<file path="config.mk">
export PLATFORM = sky130hd
export DESIGN_NAME = encoder_turn_and_activity_tracker_flat
export DESIGN_NICKNAME = d
export VERILOG_FILES = /design/src/design/etat_pkg.sv /design/src/design/etat_poll_if.sv /design/src/design/etat_result_if.sv /design/src/design/etat_step_calc.sv /design/src/design/encoder_turn_and_activity_tracker.sv /design/src/flat_wrapper.sv
export VERILOG_INCLUDE_DIRS = /design/src /design/src/design
export SDC_FILE = /design/constraint.sdc
export NUM_CORES = 1
export LEC_CHECK = 0
export ABC_CLOCK_PERIOD_IN_PS = 8670
export BUFFER_PORTS_ARGS = -buffer_cell sky130_fd_sc_hd__buf_2
export CAP_MARGIN = 30
export CORE_AREA = 2 2 181 219
export CTS_CLUSTER_SIZE = 12
export DETAILED_ROUTE_END_ITERATION = 8
export DIE_AREA = 0 0 183 221
export PLACE_DENSITY = 0.55
export SLEW_MARGIN = 20
export SYNTH_ARGS = -nofsm -noshare
export SYNTH_HDL_FRONTEND = slang
export SYNTH_HIERARCHICAL = 1
export SYNTH_SLANG_ARGS = --single-unit
</file>
<file path="constraint.sdc">
create_clock -name i_clk -period 8.67 [get_ports i_clk]
set_input_delay 0.867 -clock i_clk [delete_from_list [all_inputs] [get_ports i_clk]]
set_output_delay 0.867 -clock i_clk [all_outputs]
set_load 0.01 [all_outputs]
</file>
<file path="src/design/encoder_turn_and_activity_tracker_macros.svh">
// assertion macros for the encoder turn and activity tracker
`ifndef ENCODER_TURN_AND_ACTIVITY_TRACKER_MACROS_SVH
`define ENCODER_TURN_AND_ACTIVITY_TRACKER_MACROS_SVH

// same-cycle implication, checked outside reset
`define ETAT_ASSERT_NOW(label, clk, rst_n, ante, cons) \
    label: assert property (@(posedge clk) disable iff (!(rst_n)) (ante) |-> (cons)) \
        else $error("etat assertion failed");

// next-cycle implication, checked outside reset
`define ETAT_ASSERT_NEXT(label, clk, rst_n, ante, cons) \
    label: assert property (@(posedge clk) disable iff (!(rst_n)) (ante) |=> (cons)) \
        else $error("etat assertion failed");

`endif

</file>
<file path="src/design/etat_pkg.sv">
// shared types and constants of the encoder turn and activity tracker
package etat_pkg;

    // steps per whole turn; the turn split in etat_step_calc is a shift, so this stays a power of two
    localparam int TURN_STEPS     = 8;
    localparam int STEP_BITS      = $clog2(TURN_STEPS);
    localparam int REM_W          = STEP_BITS + 1;
    localparam int POS_W          = 32;
    localparam int TIME_W         = 32;
    localparam int TURNS_W        = 29;
    localparam int COOL_W         = 16;
    localparam int ACC_W          = POS_W + 1;

    localparam logic [COOL_W-1:0] COOLDOWN_RESET = 16'd2000;

    // one poll word
    typedef struct packed {
        logic [POS_W-1:0]  position;
        logic              button;
        logic [TIME_W-1:0] now_ms;
    } t_poll;

    // one result word
    typedef struct packed {
        logic signed [TURNS_W-1:0] turns;
        logic                      turns_valid;
        logic                      button_pressed;
        logic                      display_on_event;
        logic                      display_off_event;
    } t_result;

    // tracker state carried from poll to poll
    typedef struct packed {
        logic [POS_W-1:0]        last_position;
        logic signed [REM_W-1:0] step_remainder;
        logic                    touched;
        logic                    cooldown_pending;
        logic [TIME_W-1:0]       release_stamp;
    } t_state;

endpackage

</file>
<file path="src/design/etat_poll_if.sv">
// poll channel: valid/ready handshake with the poll fields
interface etat_poll_if;
    logic                          valid;
    logic                          ready;
    logic [etat_pkg::POS_W-1:0]    position;
    logic                          button;
    logic [etat_pkg::TIME_W-1:0]   now_ms;

    modport source (output valid, output position, output button, output now_ms, input ready);
    modport sink   (input valid, input position, input button, input now_ms, output ready);
endinterface

</file>
<file path="src/design/etat_result_if.sv">
// result channel: valid/ready handshake with the result fields
interface etat_result_if;
    logic                                valid;
    logic                                ready;
    logic signed [etat_pkg::TURNS_W-1:0] turns;
    logic                                turns_valid;
    logic                                button_pressed;
    logic                                display_on_event;
    logic                                display_off_event;

    modport source (output valid, output turns, output turns_valid, output button_pressed,
                    output display_on_event, output display_off_event, input ready);
    modport sink   (input valid, input turns, input turns_valid, input button_pressed,
                    input display_on_event, input display_off_event, output ready);
endinterface

</file>
<file path="src/design/etat_step_calc.sv">
// per-poll logic: touch tracking, turn split, cooldown timer
module etat_step_calc (
    input  etat_pkg::t_poll                  i_poll,
    input  etat_pkg::t_state                 i_state,
    input  logic [etat_pkg::COOL_W-1:0]      i_cooldown_ms,
    output etat_pkg::t_state                 o_state,
    output etat_pkg::t_result                o_result
);

    localparam int ACC_W   = etat_pkg::ACC_W;
    localparam int POS_W   = etat_pkg::POS_W;
    localparam int REM_W   = etat_pkg::REM_W;
    localparam int TURNS_W = etat_pkg::TURNS_W;
    localparam int TIME_W  = etat_pkg::TIME_W;

    logic [POS_W-1:0]        delta;
    logic                    moved;
    logic signed [ACC_W-1:0] acc;
    logic signed [ACC_W-1:0] biased;
    logic signed [ACC_W-1:0] quot;
    logic signed [ACC_W-1:0] rem_full;
    logic                    sat_hi;
    logic                    sat_lo;
    logic signed [TURNS_W-1:0] turns_sat;
    logic                    touch_mid;
    logic                    began;
    logic                    touched_end;
    logic                    pending_end;
    logic [TIME_W-1:0]       stamp_end;
    logic [TIME_W-1:0]       idle;
    logic                    expired;

    // wrapping delta and accumulated steps
    assign delta = i_poll.position - i_state.last_position;
    assign moved = (delta != '0);
    assign acc   = $signed({delta[POS_W-1], delta})
                 + $signed({{(ACC_W-REM_W){i_state.step_remainder[REM_W-1]}},
                            i_state.step_remainder});

    // divide by steps per turn, truncating toward zero
    assign biased   = acc + (acc[ACC_W-1] ? ACC_W'(etat_pkg::TURN_STEPS - 1) : '0);
    assign quot     = biased >>> etat_pkg::STEP_BITS;
    assign rem_full = acc - (quot <<< etat_pkg::STEP_BITS);

    // clamp to the turns range
    assign sat_hi = !quot[ACC_W-1] && (|quot[ACC_W-2:TURNS_W-1]);
    assign sat_lo = quot[ACC_W-1] && !(&quot[ACC_W-2:TURNS_W-1]);
    always_comb begin
        if (sat_hi) begin
            turns_sat = {1'b0, {(TURNS_W-1){1'b1}}};
        end else if (sat_lo) begin
            turns_sat = {1'b1, {(TURNS_W-1){1'b0}}};
        end else begin
            turns_sat = quot[TURNS_W-1:0];
        end
    end

    // touch and release
    assign touch_mid   = i_state.touched || i_poll.button;
    assign began       = !i_state.touched && (i_poll.button || moved);
    assign touched_end = moved;
    assign stamp_end   = (!moved && touch_mid) ? i_poll.now_ms : i_state.release_stamp;
    assign pending_end = moved ? 1'b0
                       : (touch_mid ? 1'b1 : (i_state.cooldown_pending && !i_poll.button));

    // cooldown timer, wrap-safe
    assign idle    = i_poll.now_ms - stamp_end;
    assign expired = !touched_end && pending_end
                   && (idle >= {{(TIME_W-etat_pkg::COOL_W){1'b0}}, i_cooldown_ms});

    // next state
    always_comb begin
        o_state                  = i_state;
        o_state.touched          = touched_end;
        o_state.cooldown_pending = pending_end && !expired;
        o_state.release_stamp    = stamp_end;
        if (moved) begin
            o_state.last_position  = i_poll.position;
            o_state.step_remainder = rem_full[REM_W-1:0];
        end
    end

    // result word
    always_comb begin
        o_result.turns             = moved ? turns_sat : '0;
        o_result.turns_valid       = moved && (turns_sat != '0);
        o_result.button_pressed    = i_poll.button;
        o_result.display_on_event  = began;
        o_result.display_off_event = expired;
    end

endmodule

</file>
<file path="src/design/encoder_turn_and_activity_tracker.sv">
// top level of the encoder turn and activity tracker
//
//   channel    dir  handshake      word
//   i_poll     in   valid/ready    position, button, now_ms
//   o_result   out  valid/ready    turns, turns_valid, button_pressed, display events
//   i_cfg_*    in   write enable   cooldown_ms
//
// one poll word accepted per cycle unless the result stalls; a poll passes the input register,
// then the one-pass step logic, into the result register
// reset clears the state and both valid flags and sets cooldown_ms to 2000
// a stalled result register holds and the input register stops behind it
`include "encoder_turn_and_activity_tracker_macros.svh"

module encoder_turn_and_activity_tracker (
    input  logic                          i_clk,
    input  logic                          i_rst_n,
    input  logic                          i_cfg_we,
    input  logic [etat_pkg::COOL_W-1:0]   i_cfg_wdata,
    etat_poll_if.sink                     i_poll,
    etat_result_if.source                 o_result
);

    logic                         r_in_valid;
    etat_pkg::t_poll              r_in;
    logic                         r_out_valid;
    etat_pkg::t_result            r_out;
    etat_pkg::t_state             r_state;
    logic [etat_pkg::COOL_W-1:0]  r_cooldown_ms;
    etat_pkg::t_state             n_state;
    etat_pkg::t_result            n_result;
    logic                         adv;

    // flow control
    assign adv          = r_in_valid && (!r_out_valid || o_result.ready);
    assign i_poll.ready = !r_in_valid || adv;

    // cooldown register
    always_ff @(posedge i_clk) begin
        if (!i_rst_n) begin
            r_cooldown_ms <= etat_pkg::COOLDOWN_RESET;
        end else if (i_cfg_we) begin
            r_cooldown_ms <= i_cfg_wdata;
        end
    end

    // input register
    always_ff @(posedge i_clk) begin
        if (!i_rst_n) begin
            r_in_valid <= 1'b0;
        end else if (i_poll.ready) begin
            r_in_valid <= i_poll.valid;
        end
    end

    always_ff @(posedge i_clk) begin
        if (i_poll.ready && i_poll.valid) begin
            r_in.position <= i_poll.position;
            r_in.button   <= i_poll.button;
            r_in.now_ms   <= i_poll.now_ms;
        end
    end

    // step logic
    etat_step_calc u_calc (
        .i_poll        (r_in),
        .i_state       (r_state),
        .i_cooldown_ms (r_cooldown_ms),
        .o_state       (n_state),
        .o_result      (n_result)
    );

    // tracker state
    always_ff @(posedge i_clk) begin
        if (!i_rst_n) begin
            r_state <= '0;
        end else if (adv) begin
            r_state <= n_state;
        end
    end

    // result register
    always_ff @(posedge i_clk) begin
        if (!i_rst_n) begin
            r_out_valid <= 1'b0;
        end else if (adv) begin
            r_out_valid <= 1'b1;
        end else if (o_result.ready) begin
            r_out_valid <= 1'b0;
        end
    end

    always_ff @(posedge i_clk) begin
        if (adv) begin
            r_out <= n_result;
        end
    end

    assign o_result.valid             = r_out_valid;
    assign o_result.turns             = r_out.turns;
    assign o_result.turns_valid       = r_out.turns_valid;
    assign o_result.button_pressed    = r_out.button_pressed;
    assign o_result.display_on_event  = r_out.display_on_event;
    assign o_result.display_off_event = r_out.display_off_event;

    // checks
    `ETAT_ASSERT_NOW(a_touch_excludes_cooldown, i_clk, i_rst_n, r_state.touched, !r_state.cooldown_pending)
    `ETAT_ASSERT_NOW(a_remainder_in_range, i_clk, i_rst_n, 1'b1, r_state.step_remainder != {1'b1, {(etat_pkg::REM_W-1){1'b0}}})
    `ETAT_ASSERT_NEXT(a_state_holds_when_idle, i_clk, i_rst_n, !adv, $stable(r_state))

endmodule
</file>
<file path="src/flat_wrapper.sv">
// flat-port wrapper written by rule: the top's interface ports become plain ports
module encoder_turn_and_activity_tracker_flat 
  (i_clk, i_rst_n, i_cfg_we, i_cfg_wdata, i_poll_valid, i_poll_position, i_poll_button, i_poll_now_ms, i_poll_ready, o_result_valid, o_result_turns, o_result_turns_valid, o_result_button_pressed, o_result_display_on_event, o_result_display_off_event, o_result_ready);
  etat_poll_if i_poll_i ();
  etat_result_if o_result_i ();
  input  logic i_clk;
  input  logic i_rst_n;
  input  logic i_cfg_we;
  input  logic [etat_pkg::COOL_W-1:0] i_cfg_wdata;
  input wire logic [$bits(i_poll_i.valid)-1:0] i_poll_valid;
  input wire logic [$bits(i_poll_i.position)-1:0] i_poll_position;
  input wire logic [$bits(i_poll_i.button)-1:0] i_poll_button;
  input wire logic [$bits(i_poll_i.now_ms)-1:0] i_poll_now_ms;
  output wire logic [$bits(i_poll_i.ready)-1:0] i_poll_ready;
  output wire logic [$bits(o_result_i.valid)-1:0] o_result_valid;
  output wire logic [$bits(o_result_i.turns)-1:0] o_result_turns;
  output wire logic [$bits(o_result_i.turns_valid)-1:0] o_result_turns_valid;
  output wire logic [$bits(o_result_i.button_pressed)-1:0] o_result_button_pressed;
  output wire logic [$bits(o_result_i.display_on_event)-1:0] o_result_display_on_event;
  output wire logic [$bits(o_result_i.display_off_event)-1:0] o_result_display_off_event;
  input wire logic [$bits(o_result_i.ready)-1:0] o_result_ready;
  assign i_poll_i.valid = i_poll_valid;
  assign i_poll_i.position = i_poll_position;
  assign i_poll_i.button = i_poll_button;
  assign i_poll_i.now_ms = i_poll_now_ms;
  assign i_poll_ready = i_poll_i.ready;
  assign o_result_valid = o_result_i.valid;
  assign o_result_turns = o_result_i.turns;
  assign o_result_turns_valid = o_result_i.turns_valid;
  assign o_result_button_pressed = o_result_i.button_pressed;
  assign o_result_display_on_event = o_result_i.display_on_event;
  assign o_result_display_off_event = o_result_i.display_off_event;
  assign o_result_i.ready = o_result_ready;
  encoder_turn_and_activity_tracker u_core (.i_clk(i_clk), .i_rst_n(i_rst_n), .i_cfg_we(i_cfg_we), .i_cfg_wdata(i_cfg_wdata), .i_poll(i_poll_i), .o_result(o_result_i));
endmodule
</file>
==> results.py, run 1 <==
metrics = {
    "status": {
        "status": "finished clean",
    },
    "yosys": {
        "syn-cell-area_um2": 15100,
        "syn_area_per_cell_um2": 8.18,
        "synth_seq_cells": 186,
        "ys_async_sr_fraction_pct": 0,
        "synth.distinct_cells": 87,
        "synth_cells": 1851,
        "ys_warn_count": 6,
        "synth-main-ff-cell": "edfxtp_1",
        "synth_fp_nets": 2049,
        "synth_edf_count": 98,
        "seq_area_frac_synth_pct": 31.1,
    },
    "sta": {
        "tightestPinTransition_ps": 910,
        "rsz0062_at_grt": "true",
        "hold_viol": 0,
        "clock_skew_ps": 10.1,
        "slew_headroom_pct": 37.8,
        "report.final.slew_viol_count": 0,
        "max_freq_ghz": 0.119,
        "min_period_over_period_pct": 97.0,
        "setup_viol": 0,
        "finalCriticalPeriod_ps": 8410,
    },
    "critical_path": {
        "cp-end-kind": "flop",
        "cp.required_ps": 9060,
        "critPathKind": "reg -> reg",
        "critPathMaxStageDelay_ps": 520,
        "critPathMaxFanout": 4,
        "path_common_cell": "buf_4",
        "slowest_stage": "or4_4",
        "start_kind": "flop",
        "crit_arrival_ps": 8800,
    },
    "min_path": {
        "min_path_type": "reg -> reg",
    },
    "power_and_ir_drop": {
        "p_leak_uw": 0.00714,
        "p_total_uw": 3050,
        "power.density_nw_per_um2": 177,
        "peakVddDrop_mv": 0.147,
    },
    "floorplan": {
        "die-height_um": 221,
        "num_io_pins": 121,
        "core.rowCount": 79,
        "core_area_um2": 38400,
        "die_x_um": 183,
        "die_area_um2": 40400,
        "floorplan.initialDensity_pct": 39.5,
    },
    "grt": {
        "antenna_found_initial": 0,
        "first_global_vias": 13321,
        "grt_max_degree": 87,
        "grt_pass1_wl_mm": 65.8,
        "grt_usage_pct": 20.1,
        "overflow": 0,
    },
    "clock_tree": {
        "cts-root-buf": "clkbuf_16",
        "cts.sinks": 186,
        "htreeDepth": 4,
        "hold_buffers": 0,
        "cts.reportedPaths.clkPinSlew_ps": 70,
        "cts.path.max_buffers": 2,
        "cts_tree": "done",
        "insertion_delay_ps": 460,
        "cts_buffers": 17,
    },
    "routing": {
        "drt_wl_total_mm": 39.8,
        "drt_iter0_drc": 728,
        "firstDrtPassIters": 5,
        "vias_per_cell": 5.44,
        "via_count": 13474,
        "wl_per_cell_um": 16.1,
        "ant_nets": 0,
        "drc": 0,
    },
    "job": {
        "maxCapViolations": 0,
    },
    "placement": {
        "place.gp.congestion": 0.877,
        "numPortBuffers": 120,
        "place_hpwl_mm": 30.5,
    },
    "finish": {
        "areaGrowthSynthToFinish_pct": 13.5,
        "nFillCells": 3856,
        "post-route-util_pct": 44.8,
        "diodes": 0,
        "fin_nets": 2176,
        "drive_above_1_share_pct": 14.8,
    },
}
-- where the power goes --
| part | switching [uW] | leakage (uW) | total, uW | internal [uW] |
|---|---|---|---|---|
| combinational | 739 | 0.00520 | 1210 | 471 |
| sequential | 28.9 | 0.00166 | 1050 | 1030 |
| clock | 374 | 0.000288 | 784 | 410 |
-- cell type report --
class / count / area [um^2] / share of cell area [%]
Multi-Input combinational cell: 1471 / 9740 / 56.7
Timing Repair Buffer: 192 / 1150 / 6.67
Sequential cell: 186 / 4700 / 27.4
Inverter: 110 / 413 / 2.40
Tap cell: 486 / 608 / 3.54
Clock buffer: 18 / 439 / 2.55
Clock inverter: 14 / 136 / 0.793
-- layer usage --
layer  vias to the layer above  share of wire (%)  global-route usage, %
li1                       6846                  -                      -
met1                      6319                 41                   22.1
met2                       244                 53                   38.2
met3                        65                3.1                   3.19
met4                         0                2.7                   7.66
met5                         -                  0                      0
-- sequential cells by signal, summed over array words and instances (netlist names) --
name and cells:
u_core/r_state 70, u_core/o_result.turns_valid 1, u_core/r_cooldown_ms 16, u_core/o_result.display_off_event 1
u_core/o_result.turns 29, u_core/r_in 65, u_core/r_in_valid 1, u_core/o_result.display_on_event 1
u_core/o_result.valid 1, u_core/o_result.button_pressed 1
-- critical path, delay by kind of cell, from the launching register on --
kind | cells | cell delay [ps]
mux | 1 | 160
flops | 1 | 380
buf+inv | 6 | 860
simple gates | 13 | 3070
fa+ha+maj | 5 | 1120
compound gates | 13 | 2580
xor+xnor | 1 | 140
-- logic make-up after synthesis --
kind of cell,after synthesis,synth area share (%)
AND/OR/NAND/NOR,736,23.1
AO/OA/AOI/OAI,446,19.2
buffers and inverters,194,6.10
multiplexers,94,6.31
XOR/XNOR,81,4.69
adder cells (fa/ha/maj),114,9.54
flip-flops,186,31.1
-- cells in the mapped netlist, drive strengths merged, types with 11 or more instances --
cell type | number | area [um^2]
nand2 | 347 | 1310
a21oi | 129 | 653
nor2 | 119 | 449
inv | 110 | 413
ha | 109 | 1360
edfxtp | 98 | 2940
o21ai | 98 | 490
mux2i | 93 | 943
dfxtp | 88 | 1760
a21o | 54 | 405
xnor2 | 53 | 464
and2 | 43 | 269
clkbuf | 43 | 161
buf | 41 | 349
nor2b | 36 | 240
nor3 | 36 | 180
xor2 | 28 | 245
nand3 | 25 | 125
nand4 | 25 | 156
o21a | 23 | 173
a31oi | 18 | 113
and3 | 18 | 113
o211ai | 16 | 120
nand2b | 15 | 93.8
nor4 | 13 | 106
or3 | 13 | 81.3
a211oi | 12 | 100
o21bai | 11 | 82.6
-- final timing paths --
check / from / end / slack, ps / depth (start not counted)
hold / removal: u_core/r_state[30] / u_core/r_state[30] / 460 / 2
setup / recovery: u_core/r_in[33] / u_core/r_state[32] / 260 / 39
hold reg to reg: u_core/r_state[30] / u_core/r_state[30] / 460 / 2
setup reg to reg: u_core/r_in[33] / u_core/r_state[32] / 260 / 39
-- stage by stage --
stage	instance area, um^2	cells	setup TNS, ps	hold WS (ps)	worst slack (ps)
after floorplan	15200	1851	0	435	76.6
after CTS	17000	2472	0	460	40.5
after global routing	17200	2477	-111	470	-83.9
after global placement	16400	2438	-252	442	-165
after detailed placement	16400	2438	-530	447	-308
final	17200	2477	0	458	261
-- cell usage in the layout, fill, tap and decap left out, drive strengths merged, types with 28 or more instances in the layout --
cell,Yosys,layout
o21ai,98,98
nor2,119,119
xnor2,53,53
buf,41,192
edfxtp,98,98
xor2,28,28
dfxtp,88,88
mux2i,93,93
a21oi,129,129
inv,110,117
nor3,36,36
nand2,347,347
nor2b,36,36
a21o,54,54
and2,43,43
ha,109,109
-- timing repair --
| action | in CTS | in global routing |
|---|---|---|
| gates resized for setup | 15 | 35 |
| pin swaps | 12 | 35 |
| endpoints found under the setup margin | 2 | 2 |
| setup buffers | 2 | 5 |
Power figures use the tool's default switching activity.
==> inputs of run 2 (changes only) <==
--- a/config.mk
+++ b/config.mk
@@ -14,6 +14,7 @@
 export DETAILED_ROUTE_END_ITERATION = 8
 export DIE_AREA = 0 0 183 221
 export PLACE_DENSITY = 0.55
+export RECOVER_POWER = 50
 export SLEW_MARGIN = 20
 export SYNTH_ARGS = -nofsm -noshare
 export SYNTH_HDL_FRONTEND = slang
==> results.py, run 2 (synthesized netlist as in run 1, its figures left out) <==
metrics = {
    "placement": {
        "place.gp.congestion": 0.877,
        "placed_cell_area_um2": 16400,
        "numPortBuffers": 120,
        "place_hpwl_mm": 30.5,
    },
    "grt": {
        "overflow": 0,
        "met1_usage_pct": 22.1,
        "grt_pass1_wl_mm": 65.8,
        "antenna_found_initial": 0,
        "grt_max_degree": 87,
        "grtUsageMet2_pct": 38.2,
        "busiest_layer": "met2",
        "first_global_vias": 13321,
        "grt_usage_pct": 20.1,
        "met3_usage_pct": 3.19,
    },
    "critical_path": {
        "critPathMaxFanout": 4,
        "critPathKind": "reg -> reg",
        "slowest_stage": "or4_4",
        "cp.required_ps": 9060,
        "critPathMaxStageDelay_ps": 520,
        "crit_buf_inv": 6,
        "start_kind": "flop",
        "crit_family": "simple AND/OR/NAND/NOR gates",
        "cp-end-kind": "flop",
        "path_common_cell": "buf_4",
        "crit_arrival_ps": 8810,
    },
    "job": {
        "maxCapViolations": 1,
    },
    "clock_tree": {
        "htreeDepth": 4,
        "cts_tree": "done",
        "cts.reportedPaths.clkPinSlew_ps": 70,
        "insertion_delay_ps": 460,
        "cts-root-buf": "clkbuf_16",
        "cts.sinks": 186,
        "cts.path.max_buffers": 2,
        "cts_buffers": 17,
        "hold_buffers": 0,
    },
    "floorplan": {
        "num_io_pins": 121,
        "core.rowCount": 79,
        "core_area_um2": 38400,
        "die_x_um": 183,
        "die_area_um2": 40400,
        "die-height_um": 221,
        "floorplan.initialDensity_pct": 39.5,
    },
    "status": {
        "status": "complete, but fails checks",
        "violations": "capacitance limit, slew limit",
    },
    "finish": {
        "drive_above_1_share_pct": 12.8,
        "layout_commonest_cell": "nand2_1",
        "nFillCells": 3873,
        "diodes": 0,
        "areaGrowthSynthToFinish_pct": 13.2,
        "regMostFlops": "u_core/r_state",
        "post-route-util_pct": 44.7,
        "final_area_um2": 17100,
        "largest_reg_flops": 70,
        "fin_nets": 2176,
        "final_cell_mix": "nand2_1 (345), a21oi_1 (123), nor2_1 (116)",
    },
    "power_and_ir_drop": {
        "p_clk_share_pct": 25.8,
        "comb_power_share_pct": 39.5,
        "p_total_uw": 3040,
        "p_seq_share_pct": 34.7,
        "power.density_nw_per_um2": 178,
        "peakVddDrop_mv": 0.147,
        "p_sw_uw": 1140,
        "p_leak_uw": 0.00703,
        "internal_power_uw": 1900,
        "switching_share_pct": 37.5,
    },
    "routing": {
        "via_count": 13464,
        "ant_nets": 0,
        "wl_per_cell_um": 16.1,
        "drt_wl_total_mm": 39.8,
        "drt_iter0_drc": 736,
        "vias_per_cell": 5.44,
        "firstDrtPassIters": 7,
        "drc": 0,
    },
    "sta": {
        "setup_viol": 0,
        "report.final.slew_viol_count": 66,
        "max_freq_ghz": 0.119,
        "tightestPinTransition_ps": 3920,
        "clock_skew_ps": 10.5,
        "hold_viol": 0,
        "slew_headroom_pct": -162,
        "finalCriticalPeriod_ps": 8420,
        "rsz0062_at_grt": "true",
        "min_period_over_period_pct": 97.1,
    },
    "min_path": {
        "min_path_type": "reg -> reg",
    },
}
[run 2: cell types whose count changed in the layout (fill, tap and decap cells not counted), sizes merged]
cell | previous run | this run
buf | 192 | 151
clkbuf | 18 | 59
[run 2: tightest hold or removal path: stages (launching register included)]
cell,delay (ps)
dfxtp_1,310
nand2_1,50
mux2i_1,50
[run 2: layer usage]
metal  vias to the layer above  part of all wire [%]
met5                         -                     0
met4                         0                   2.7
met3                        65                   2.9
met2                       228                    53
met1                      6323                    41
li1                       6848                     -
[run 2: final timing paths]
check                                        start            endpoint  cells after the start  slack, ps
worst min register to register  u_core/r_state[30]  u_core/r_state[30]                      2        460
worst min-delay path            u_core/r_state[30]  u_core/r_state[30]                      2        460
worst max register to register     u_core/r_in[33]  u_core/r_state[32]                     39        250
worst max-delay path               u_core/r_in[33]  u_core/r_state[32]                     39        250
[run 2: final cells by class]
class	instances	area, um^2	area share [%]
inverters	110	413	2.41
clock inverters	14	136	0.796
multi-input cells	1471	9740	56.8
repair buffers	192	1090	6.38
clock buffers	18	439	2.56
well taps	486	608	3.55
flip-flops and latches	186	4700	27.5
[run 2: power by group through the flow]
| stage | registers (uW) | clock network, uW | logic, uW |
|---|---|---|---|
| global placement | 1070 | 0 | 1180 |
| global route | 1060 | 847 | 1350 |
| floorplan | 1090 | 0 | 856 |
| detailed placement | 1080 | 0 | 1190 |
| finish | 1060 | 783 | 1200 |
| CTS | 1060 | 819 | 1200 |
[run 2: per-stage QoR]
| stage | worst slack, ps | std cells | setup TNS (ps) | hold slack [ps] |
|---|---|---|---|---|
| 3_3_place_gp | -165 | 2438 | -252 | 442 |
| 5_1_grt | -83.9 | 2477 | -111 | 470 |
| 4_1_cts | 40.5 | 2472 | 0 | 460 |
| 2_1_floorplan | 76.6 | 1851 | 0 | 435 |
| 3_5_place_dp | -308 | 2438 | -530 | 447 |
| 6_report | 253 | 2477 | 0 | 458 |
[run 2: what timing repair did]
action | CTS | global route
pin swaps | 12 | 35
buffers inserted | 2 | 5
setup endpoints to repair | 2 | 2
gates resized for setup | 15 | 35
==> inputs of run 3 (changes only) <==
--- a/config.mk
+++ b/config.mk
@@ -9,11 +9,11 @@
 export ABC_CLOCK_PERIOD_IN_PS = 8670
 export BUFFER_PORTS_ARGS = -buffer_cell sky130_fd_sc_hd__buf_2
 export CAP_MARGIN = 30
-export CORE_AREA = 2 2 181 219
+export CORE_AREA = 2 2 155 187
 export CTS_CLUSTER_SIZE = 12
 export DETAILED_ROUTE_END_ITERATION = 8
-export DIE_AREA = 0 0 183 221
-export PLACE_DENSITY = 0.55
+export DIE_AREA = 0 0 157 189
+export PLACE_DENSITY = 0.72
 export RECOVER_POWER = 50
 export SLEW_MARGIN = 20
 export SYNTH_ARGS = -nofsm -noshare
==> results.py, run 3 (synthesized netlist as in run 1, its figures left out) <==
metrics = {
    "routing": {
        "wl_per_cell_um": 16.2,
        "vias_per_cell": 5.77,
        "firstDrtPassIters": 6,
        "via_count": 13648,
        "drt_wl_total_mm": 38.3,
        "drt_iter0_drc": 739,
        "ant_nets": 0,
        "drc": 0,
    },
    "power_and_ir_drop": {
        "internal_power_uw": 1850,
        "p_sw_uw": 1130,
        "p_clk_share_pct": 24.5,
        "peakVddDrop_mv": 0.112,
        "comb_power_share_pct": 40.0,
        "p_total_uw": 2980,
        "switching_share_pct": 37.9,
        "p_seq_share_pct": 35.5,
        "power.density_nw_per_um2": 176,
        "p_leak_uw": 0.00696,
    },
    "sta": {
        "setup_viol": 0,
        "report.final.slew_viol_count": 151,
        "min_period_over_period_pct": 97.7,
        "tightestPinTransition_ps": 3790,
        "max_freq_ghz": 0.118,
        "clock_skew_ps": 11.1,
        "slew_headroom_pct": -153,
        "finalCriticalPeriod_ps": 8470,
        "holdWs_ps": 459,
        "hold_viol": 0,
    },
    "clock_tree": {
        "htreeDepth": 4,
        "insertion_delay_ps": 450,
        "cts_buffers": 17,
        "cts.path.max_buffers": 2,
        "cts_tree": "done",
        "cts-root-buf": "clkbuf_16",
        "cts.reportedPaths.clkPinSlew_ps": 80,
        "cts.sinks": 186,
    },
    "finish": {
        "fin_cells": 2365,
        "seqCellArea_um2": 4700,
        "areaGrowthSynthToFinish_pct": 11.7,
        "largest_reg_flops": 70,
        "final_cell_mix": "nand2_1 (346), a21oi_1 (123), nor2_1 (118)",
        "fin_nets": 2171,
        "post-route-util_pct": 60.9,
        "multi_input_area_um2": 9710,
        "diodes": 0,
        "regMostFlops": "u_core/r_state",
        "drive_above_1_share_pct": 12.3,
        "nFillCells": 2519,
        "layout_commonest_cell": "nand2_1",
    },
    "placement": {
        "place.gp.congestion": 0.908,
        "numPortBuffers": 120,
        "placed_cells": 2321,
        "place_hpwl_mm": 28.4,
    },
    "grt": {
        "grt_pass1_wl_mm": 62.6,
        "overflow": 0,
        "grt_usage_pct": 25.9,
        "grt_max_degree": 97,
        "first_global_vias": 13400,
        "antenna_found_initial": 0,
    },
    "critical_path": {
        "cp.required_ps": 9040,
        "critPathMaxFanout": 4,
        "cp-end-kind": "flop",
        "crit_buf_inv": 6,
        "crit_family": "compound AO/OA/AOI/OAI gates",
        "critPathMaxStageDelay_ps": 450,
        "critPathKind": "reg -> reg",
        "slowest_stage": "or4b_4",
        "start_kind": "flop",
        "crit_arrival_ps": 8840,
        "path_common_cell": "buf_4",
    },
    "job": {
        "maxCapViolations": 3,
    },
    "min_path": {
        "min_path_type": "reg -> reg",
    },
    "floorplan": {
        "die_area_um2": 29700,
        "num_io_pins": 121,
        "floorplan.initialDensity_pct": 54.6,
        "die_x_um": 157,
        "die-height_um": 189,
        "core_area_um2": 27700,
        "core.rowCount": 67,
    },
    "status": {
        "violations": "capacitance limit, slew limit",
        "status": "complete, but fails checks",
    },
}
run 3: through the flow:
step	setup TNS [ps]	setup WS, ps	area (um^2)
after floorplan	0	76.6	15200
after global placement	0	5.04	16100
after detailed placement	-521	-323	16100
after CTS	0	19.8	16700
after global routing	-278	-162	16900
final	0	199	16900
run 3: final timing paths:
kind	start	endpoint	slack [ps]	cells past startpoint
max	u_core/r_in[33]	u_core/r_state[32]	200	41
min	u_core/r_state[58]	u_core/r_state[58]	460	2
max reg2reg	u_core/r_in[33]	u_core/r_state[32]	200	41
min reg2reg	u_core/r_state[58]	u_core/r_state[58]	460	2
run 3: timing repair:
item                                    CTS  global route
resized for setup                        13            34
endpoints found under the setup margin    2             2
endpoints found under the hold margin     0             0
hold buffers                              0             0
pin swaps                                 8            31
buffers inserted                          4             7
run 3: area by class of cell:
class,count,share of cell area (%)
Multi-Input combinational cell,1471,57.4
Clock buffer,18,2.54
Tap cell,379,2.80
Inverter,110,2.46
Sequential cell,186,27.8
Clock inverter,14,0.585
Timing Repair Buffer,187,6.34
run 3: power by group through the flow:
stage / Combinational [uW] / Sequential, uW / Clock (uW)
after global routing: 1330 / 1070 / 779
after CTS: 1180 / 1050 / 748
after floorplan: 856 / 1090 / 0
final: 1190 / 1060 / 730
after detailed placement: 1160 / 1070 / 0
after global placement: 1140 / 1070 / 0
run 3: worst register-to-register path, delay by kind of cell, from the launching register on:
kind	cells	cell delay, ps
compound gates	16	3160
buf+inv	6	840
xor+xnor	1	80
simple gates	12	2650
flops	1	340
fa+ha+maj	4	1090
mux	2	220
run 3: routing by layer:
metal	up-vias	routed length (um)	global-route usage (%)	part of all wire, %
met5	-	0	0	0
met2	303	20200	49.6	53
li1	6835	-	-	-
met3	87	1110	3.23	2.9
met4	0	1250	10.4	3.3
met1	6423	15700	28.4	41
